File: src/design/fdrs_ram.sv
// Generic single-port-write, single-port-read RAM with a registered read.
module fdrs_ram #(
	parameter int WIDTH = 8,
	parameter int DEPTH = 64
) (
	input  logic                     clk,
	input  logic                     we,
	input  logic [$clog2(DEPTH)-1:0] waddr,
	input  logic [WIDTH-1:0]         wdata,
	input  logic [$clog2(DEPTH)-1:0] raddr,
	output logic [WIDTH-1:0]         rdata
);
	logic [WIDTH-1:0] mem [DEPTH];

	always_ff @(posedge clk) begin
		if (we) begin
			mem[waddr] <= wdata;
		end
		rdata <= mem[raddr];
	end
endmodule

File: config.mk
export PLATFORM = sky130hd
export DESIGN_NAME = fdrs_ram
export DESIGN_NICKNAME = d
export VERILOG_FILES = /design/src/design/fdrs_ram.sv
export SDC_FILE = /design/constraint.sdc
export NUM_CORES = 1
export LEC_CHECK = 0
export ABC_AREA = 0
export BUFFER_PORTS_ARGS = -buffer_cell sky130_fd_sc_hd__buf_2
export CORE_ASPECT_RATIO = 0.5
export CORE_UTILIZATION = 50
export CTS_BUF_LIST = sky130_fd_sc_hd__clkbuf_16
export CTS_CLUSTER_DIAMETER = 30
export CTS_CLUSTER_SIZE = 14
export DETAILED_ROUTE_END_ITERATION = 8
export PLACE_DENSITY = 0.66
export SETUP_SLACK_MARGIN = 0.4
export SLEW_MARGIN = 20
export SYNTH_ARGS = -nofsm -noshare
export SYNTH_HDL_FRONTEND = slang
export SYNTH_SLANG_ARGS = --single-unit
File: constraint.sdc
create_clock -name clk -period 2.58 [get_ports clk]
set_clock_uncertainty 0.2 [all_clocks]
set_input_delay 0.129 -clock clk [delete_from_list [all_inputs] [get_ports clk]]
set_output_delay 0.129 -clock clk [all_outputs]
set_load 0.05 [all_outputs]
==> results.md <==
- RSZ-0062 raised after global routing: false
- Combinational Power Share: a little over 5%
- Port Buffers: 29
- Global-route wire length before repair: 67.05 mm
- DIE AREA: between 40000 and 50000 µm²
- Cell-internal power: 15390 µW
- Setup Viol. Count Final: 0
- Kind of critical path: reg -> reg
- Required time worst endpoint: 2.82 ns
- Post-synth EDFFs: 512
- CTS tree: built
- Total global-route track usage: 22.75%
- Worst-path clk slew: approximately 0.060 ns
- Die height: between 100 and 150 µm
- Remaining DRCs: 0
- FF+latch count, synth: 520
- Mapped Area: roughly 20000 µm²
- Peak Freq: between 0.4 and 0.5 GHz
- Vias in the first global route: around 10k
- Final period util: between 80% and 90%
- TNS Setup: 0 ns
- Num Clock Sinks: 520
- Clk buf depth: 3
- DRT iter0 DRCs: 1300
- Layout cell share with drive strength beyond 1: 33.99%
- Fin crit period: 2.132 ns
- P_sw: between 4000 and 5000 µW
- Normalized max-slew margin: 46.47%
- Largest net degree at the start of global routing: 65
- Post-route ant nets: 0
- Worst-Skew Late Latency: 0.58 ns
- Area grow syn2layout: 19.10%
- Switching share of power: 21.51%
- Num ports: 30
- Pre-antenna DRT Iters: 6
- CORE AREA: 39310 µm²
- Outcome: completed
- Setup crit start kind: flip-flop
- Drt wl/cell: 26.55 µm
- Register area share after synthesis: between 70 and 80%
- Seq pwr share: 47.8%
- Top cells by area, synth: edfxtp_1 (76%), mux4_2 (14%), nor2_1 (1.5%)
- Post-CTS Setup Inserts: 0
- Net Count, Synth: about 960
- CTS root buffer: clkbuf_16
- Diodes inserted: 0
- Max-cap viol count: 0
- Area leader, netlist: edfxtp_1
- Vias per inst: between 6 and 7
- Fin. Hold Viols: 0
- Area fraction of the dominant cell type after synthesis: around 76%
- Worst hold path type: in -> reg
- Ys async rst share: 0%
- Row cnt: 51
- P_leak: approximately 0.0079 µW
- Critical path fanouts, max: 1
- Peak supply drop: 0.0004004 V
- Pwr Total: 19610 µW
- Final wirelength: between 40 and 50 mm
- Synth cell count leaders: edfxtp_1 (512), mux4_2 (126), nor2_1 (83)
- Initial antenna violation count: 0
- Clock share of power: 47.1%
- Cell area power density: between 800 and 900 nW/µm²
- H-tree depth: 3
- Worst Tran Pin Value: 0.8000 ns
- RePlAce Congestion: 0.8266
- Main flop type after synthesis: edfxtp_1
- Nets@finish: 1133
- Vias: 10.19k
- HPWL after DPL: roughly 28 mm
- Ys Warns: 0
- Total global routing overflow: 0
- Gate Count Post-Synth: 940
- Initial Utilization: 51.31%
- Critical path arrival: 2.37 ns
- Die W: 286.0 µm
- Max-slew violations: 0
- Avg Cell Area, Syn: about 21 µm²
- CTS buffer count: 66
- Netlist cell types: 40
- Critical Path Sink Type: flip-flop
- Count leader, synth: edfxtp_1
[through the flow]
stage / worst slack [ns] / utilization, % / std cells / area, µm² / hold slack (ns)
6_report: 0.4485 / 61.11 / 1692 / 24020 / 0.04931
5_1_grt: 0.3966 / 61.11 / 1692 / 24020 / 0.05016
4_1_cts: 0.4073 / 61.02 / 1691 / 23990 / 0.03311
3_5_place_dp: -0.04815 / 54.95 / 1560 / 21600 / 0.3570
3_3_place_gp: -0.04469 / 54.95 / 1560 / 21600 / 0.3629
2_1_floorplan: 0.5833 / - / 940 / 20170 / 0.02787
[power by group through the flow]
stage / clock, µW / combinational, µW / sequential [µW]
global route: 9720 / 1050 / 9380
global placement: 0 / 946 / 9550
finish: 9230 / 994 / 9380
floorplan: 0 / 498 / 9600
detailed placement: 0 / 966 / 9560
CTS: 9350 / 988 / 9380
[sequential cells by signal, summed over array words and instances (netlist names)]
signal / cells
mem: 512
rdata: 8
[per-layer routing]
metal / vias to the layer above / track usage (%) / share of wire [%]
li1: 4287 / - / -
met1: 5395 / 32.61 / 42
met2: 441 / 35.49 / 47
met3: 64 / 5.095 / 8.5
met4: 0 / 6.530 / 2.0
met5: - / 0 / 0
[cell usage in the layout, fill, tap and decap left out, types with 6 or more instances in the layout]
cell,netlist,routed
mux2_2,13,13
clkbuf_16,0,71
clkinv_1,0,6
clkinvlp_4,0,7
o221ai_1,8,8
nand2_1,19,19
inv_1,0,6
buf_4,13,108
dfxtp_1,8,8
edfxtp_1,512,512
inv_6,0,6
mux2i_1,23,23
nor2_1,83,82
dlygate4sd3_1,0,13
clkinv_2,0,9
nand2b_1,7,7
o22ai_1,8,8
nand3_1,13,13
nor2b_1,14,14
mux4_2,126,126
buf_2,11,25
bufinv_16,0,6
buf_12,2,7
[worst paths after layout]
kind	to	cells past startpoint	slack [ns]	from
setup / recovery	rdata[4]$_DFF_P_	5	0.45	mem[20][4]$_DFFE_PP_
hold / removal	mem[50][1]$_DFFE_PP_	2	0.05	wdata[1]
hold reg to reg	rdata[6]$_DFF_P_	3	0.66	mem[26][6]$_DFFE_PP_
setup reg to reg	rdata[4]$_DFF_P_	5	0.45	mem[20][4]$_DFFE_PP_
[cells by family (layout without fill, tap and decap cells)]
kind of cell	count (synthesis)	count (layout)	share of synthesized area, %
flip-flops	520	520	77.03
multiplexers	162	162	15.94
AND/OR/NAND/NOR	153	153	3.387
AO/OA/AOI/OAI	54	54	2.072
buffers and inverters	51	273	1.570
[critical path, stage by stage, from the launching register on]
cell,delay (ns)
edfxtp_1,0.37
mux4_2,0.48
mux2_2,0.29
o221a_2,0.29
nor3_4,0.24
o32ai_1,0.12
[area by class of cell]
class / instances / area (µm²)
clock inverters: 48 / 465.4
multi-input cells: 369 / 4359
fillers: 2735 / 15290
well taps: 530 / 663.1
clock buffers: 71 / 1777
repair buffers: 154 / 1220
flip-flops and latches: 520 / 15530
[what timing repair did]
item / CTS / global route
endpoints found under the setup margin: 4 / 4
endpoints found under the hold margin: 242 / 46
hold buffers: 12 / 1
resized for setup: 4 / 4
Power figures use the tool's default switching activity.
