`config.mk`:
```
export PLATFORM = sky130hd
export DESIGN_NAME = fdrs_log2
export DESIGN_NICKNAME = d
export VERILOG_FILES = /design/src/design/fdrs_log2.sv
export SDC_FILE = /design/constraint.sdc
export NUM_CORES = 2
export LEC_CHECK = 0
export BUFFER_PORTS_ARGS = -buffer_cell sky130_fd_sc_hd__clkbuf_2
export CELL_PAD_IN_SITES_DETAIL_PLACEMENT = 1
export CELL_PAD_IN_SITES_GLOBAL_PLACEMENT = 1
export CORE_MARGIN = 1.5
export CORE_UTILIZATION = 50
export CTS_CLUSTER_DIAMETER = 40
export DETAILED_ROUTE_END_ITERATION = 8
export PLACE_DENSITY_LB_ADDON = 0.1
export SLEW_MARGIN = 20
export SYNTH_ARGS = -nofsm -noshare
export SYNTH_HDL_FRONTEND = slang
export SYNTH_SLANG_ARGS = --single-unit
```
`constraint.sdc`:
```
create_clock -name clk -period 21.7 [get_ports clk]
set_clock_uncertainty 0.2 [all_clocks]
set_input_delay 5.425 -clock clk [delete_from_list [all_inputs] [get_ports clk]]
set_output_delay 5.425 -clock clk [all_outputs]
set_load 0.05 [all_outputs]
```
`src/design/fdrs_log2.sv`:
```
// Iterative log2 in Q.16 of the draw, one fraction bit per cycle.
module fdrs_log2 #(
	parameter int DRAW_BITS = 16
) (
	input  logic                 clk,
	input  logic                 arst_n,
	input  logic                 start,
	input  logic [DRAW_BITS-1:0] r,
	output logic                 done,
	output logic [20:0]          result
);
	localparam int NW = $clog2(DRAW_BITS);

	logic [32:0]   x_q;
	logic [4:0]    cnt_q;
	logic          busy_q;
	logic [NW-1:0] n_c;
	logic [65:0]   sq_c;
	logic [32:0]   xs_c;

	always_comb begin
		n_c = '0;
		for (int i = 0; i < DRAW_BITS; i++) begin
			if (r[i]) begin
				n_c = NW'(i);
			end
		end
		sq_c = (66'(x_q) * 66'(x_q)) >> 31;
		xs_c = sq_c[32:0];
	end

	always_ff @(posedge clk or negedge arst_n) begin
		if (!arst_n) begin
			busy_q <= 1'b0;
			done   <= 1'b0;
			cnt_q  <= '0;
		end else begin
			done <= 1'b0;
			if (start) begin
				busy_q <= 1'b1;
				cnt_q  <= 5'd16;
				x_q    <= 33'(r) << (31 - int'(n_c));
				result <= 21'(n_c) << 16;
			end else if (busy_q) begin
				cnt_q <= cnt_q - 5'd1;
				if (xs_c[32]) begin
					x_q <= xs_c >> 1;
					result[cnt_q - 5'd1] <= 1'b1;
				end else begin
					x_q <= xs_c;
				end
				if (cnt_q == 5'd1) begin
					busy_q <= 1'b0;
					done   <= 1'b1;
				end
			end
		end
	end
endmodule

```
==> key figures <==
Timing
  – Slew margin rel.: 33.6%
  – Final hold vios: 0
  – Final min period: 10.11 ns
  – TNS Setup: 0 ns
  – Max Slew Vio Count: 0
  – Unrepaired setup endpoints after global routing: no
  – Worst-Margin Slew: 0.996 ns
  – Final period util: 46.6%
  – Setup-failing EPs final: 0
  – Fmax: 98.9 MHz

Worst setup path
  – CP max stage delay: 0.96 ns
  – CP Capture Type: flop
  – Most used cell, CP: fa_1
  – Slowest-stage cell, CP: edfxtp_1
  – Arrival time worst endpoint: 9.95 ns
  – Crit Path Max Fanout: 30
  – WS Path Type: flop to flop
  – Setup crit start kind: flop
  – WP data required: 21.54 ns
  – Reg2Reg Depth: 25

CTS
  – CTS tree: yes
  – Setup bufs post-CTS: 0
  – Clk_lat worst skew: 0.35 ns
  – Inserted Clock Buffers: 9
  – Clock transition at path regs: 0.06 ns
  – Clk root buf: clkbuf_16
  – CTS Hold Buffers Added: 0
  – Clock sink count: 61
  – H-tree Lvls: 3
  – CTS max path bufs: 2
  – PostCTS Resize Cnt: 0

Logic synthesis
  – Unique masters post-synth: 86
  – Synth area leaders: fa_1 (51%), inv_1 (12%), ha_1 (9.8%), edfxtp_1 (4.8%), nand2_1 (4.2%)
  – Top-area cell type share of the netlist area: 50.9%
  – FFs w/ async S/R, synth: 11.5%
  – Post-synthesis cell area: 33900 sq um
  – Syn Area/Cell: 9.31 sq um
  – Seq/Total Area, Yosys: 5.31%
  – Cell taking the most area after synthesis: fa_1
  – Ys flop type: edfxtp_1
  – Synth warnings: 0
  – EDFF count, synth: 54
  – Number of synthesized register bits: 61
  – Synthesized instance count: 3638
  – Syn_nets: 4783

Finish
  – Share of layout cells above drive strength 1: 3.68%
  – Layout fillers: 7736
  – Number of diodes: 0
  – Commonest non-fill, non-tap cell in the layout: inv_1
  – Synth-to-Final Area Change: 3.72%
  – Most frequent cells in the layout: inv_1 (1059), fa_1 (861), nand2_1 (375)
  – Post-layout net count: 4726

Global route
  – Initial antenna violation count: 2
  – GR Overflow Total: 0
  – First-pass GRT wire length: 165000 um
  – Number of global-route vias before repair: 28800
  – Largest net degree at the start of global routing: 74
  – Gr usage total: 31.4%

Placement
  – HPWL Detailed: 82300 um
  – GPL Wtd Cong: 0.917
  – I/O Buffers: 40

Detailed routing
  – Initial drt markers: 1313
  – DRC violations left: 0
  – Routed WL: 103000 um
  – Vias/cell: 5.49
  – Post-route ant nets: 0
  – DR pass1 iterations: 5
  – Vias: 24500
  – Routed WL per cell: 23.2 um

Floorplanning
  – Die Wd: 263 um
  – Die Y: 263 um
  – Total die area: 69300 sq um
  – IO Pins: 41
  – FP Rows: 95
  – Core box area: 67200 sq um
  – Initial Utilization: 50.4%

Run
  – Max Cap Viol: 0

Worst hold path
  – HP Class: flop to flop
  – WHS Path Cells: 2

Status
  – Status: finished, final reports clean
==> through the flow <==
stage          instance area [sq um]  worst slack [ns]  instances  hold slack (ns)  utilization (%)
6_report                       35100             11.59       4459            0.382             52.3
5_1_grt                        35100             11.46       4459            0.425             52.3
4_1_cts                        35100             11.67       4459            0.386             52.3
3_5_place_dp                   34800             11.72       4443            0.371             51.9
3_3_place_gp                   34800             11.92       4443            0.362             51.9
2_1_floorplan                  33900             13.61       3638            0.407                -
==> worst paths after layout <==
check,from,end,slack [ns]
max,x_q[13],x_q[19],11.59
min,result[6],result[6],0.38
max reg2reg,x_q[13],x_q[19],11.59
min reg2reg,result[6],result[6],0.38
max in group asynchronous,arst_n,cnt_q[4],15.97
min in group asynchronous,arst_n,busy_q,4.91
==> synth_stat cells, types with 11 or more instances <==
library cell and instances:
inv_1 1059, fa_1 861, nand2_1 375, ha_1 265
and2_1 185, nor2_1 143, clkbuf_1 123, a21oi_1 97
edfxtp_1 54, o21ai_0 53, nand3_1 28, xnor2_1 27
a21o_1 23, a31oi_1 22, mux2i_1 21, nor3_1 20
xor2_1 19, nor2b_1 15, nand4_1 14, a41oi_1 12
and3_1 12, o31ai_1 11
==> sequential cells by signal, indices dropped and copies added, names as in the netlist <==
register  flops
result       21
busy_q        1
x_q          33
cnt_q         5
done          1
==> layer usage <==
layer	vias to the layer above	GRT usage, %	part of all wire [%]
li1	10600	-	-
met1	13100	40.7	40
met2	586	55.7	51
met3	175	2.44	4.1
met4	0	10.5	4.0
met5	-	0	0
==> cells by family after synthesis <==
kind of cell    Yosys count  share of synthesized area, %
other cells               1                        0.0111
xor+xnor                 46                          1.19
mux                      30                          1.09
simple gates            845                          11.8
flops                    61                          5.31
fa+ha+maj              1126                          60.7
compound gates          317                          6.21
buf+inv                1212                          13.7
==> worst max-delay path: cells and delay by family, from the launching register on <==
family | cells | cell delay [ns]
adders and majority gates | 9 | 4.54
DFF | 1 | 0.96
buffers and inverters | 6 | 0.85
AOI/OAI and AO/OA | 4 | 1.54
and+or+nand+nor | 6 | 1.69
==> layout make-up <==
cell class / count / area [sq um] / area share, %
inverter: 1067 / 4010 / 11.4
tap: 873 / 1090 / 3.11
sequential: 61 / 1800 / 5.12
clock buffer: 10 / 239 / 0.680
timing repair buffer: 77 / 478 / 1.36
multi-input combinational: 2365 / 27500 / 78.2
clock inverter: 6 / 62.6 / 0.178
Power is left out: the tool's default activity adds up to more than one toggle a clock period on the data nets, which glitch-free logic cannot reach.
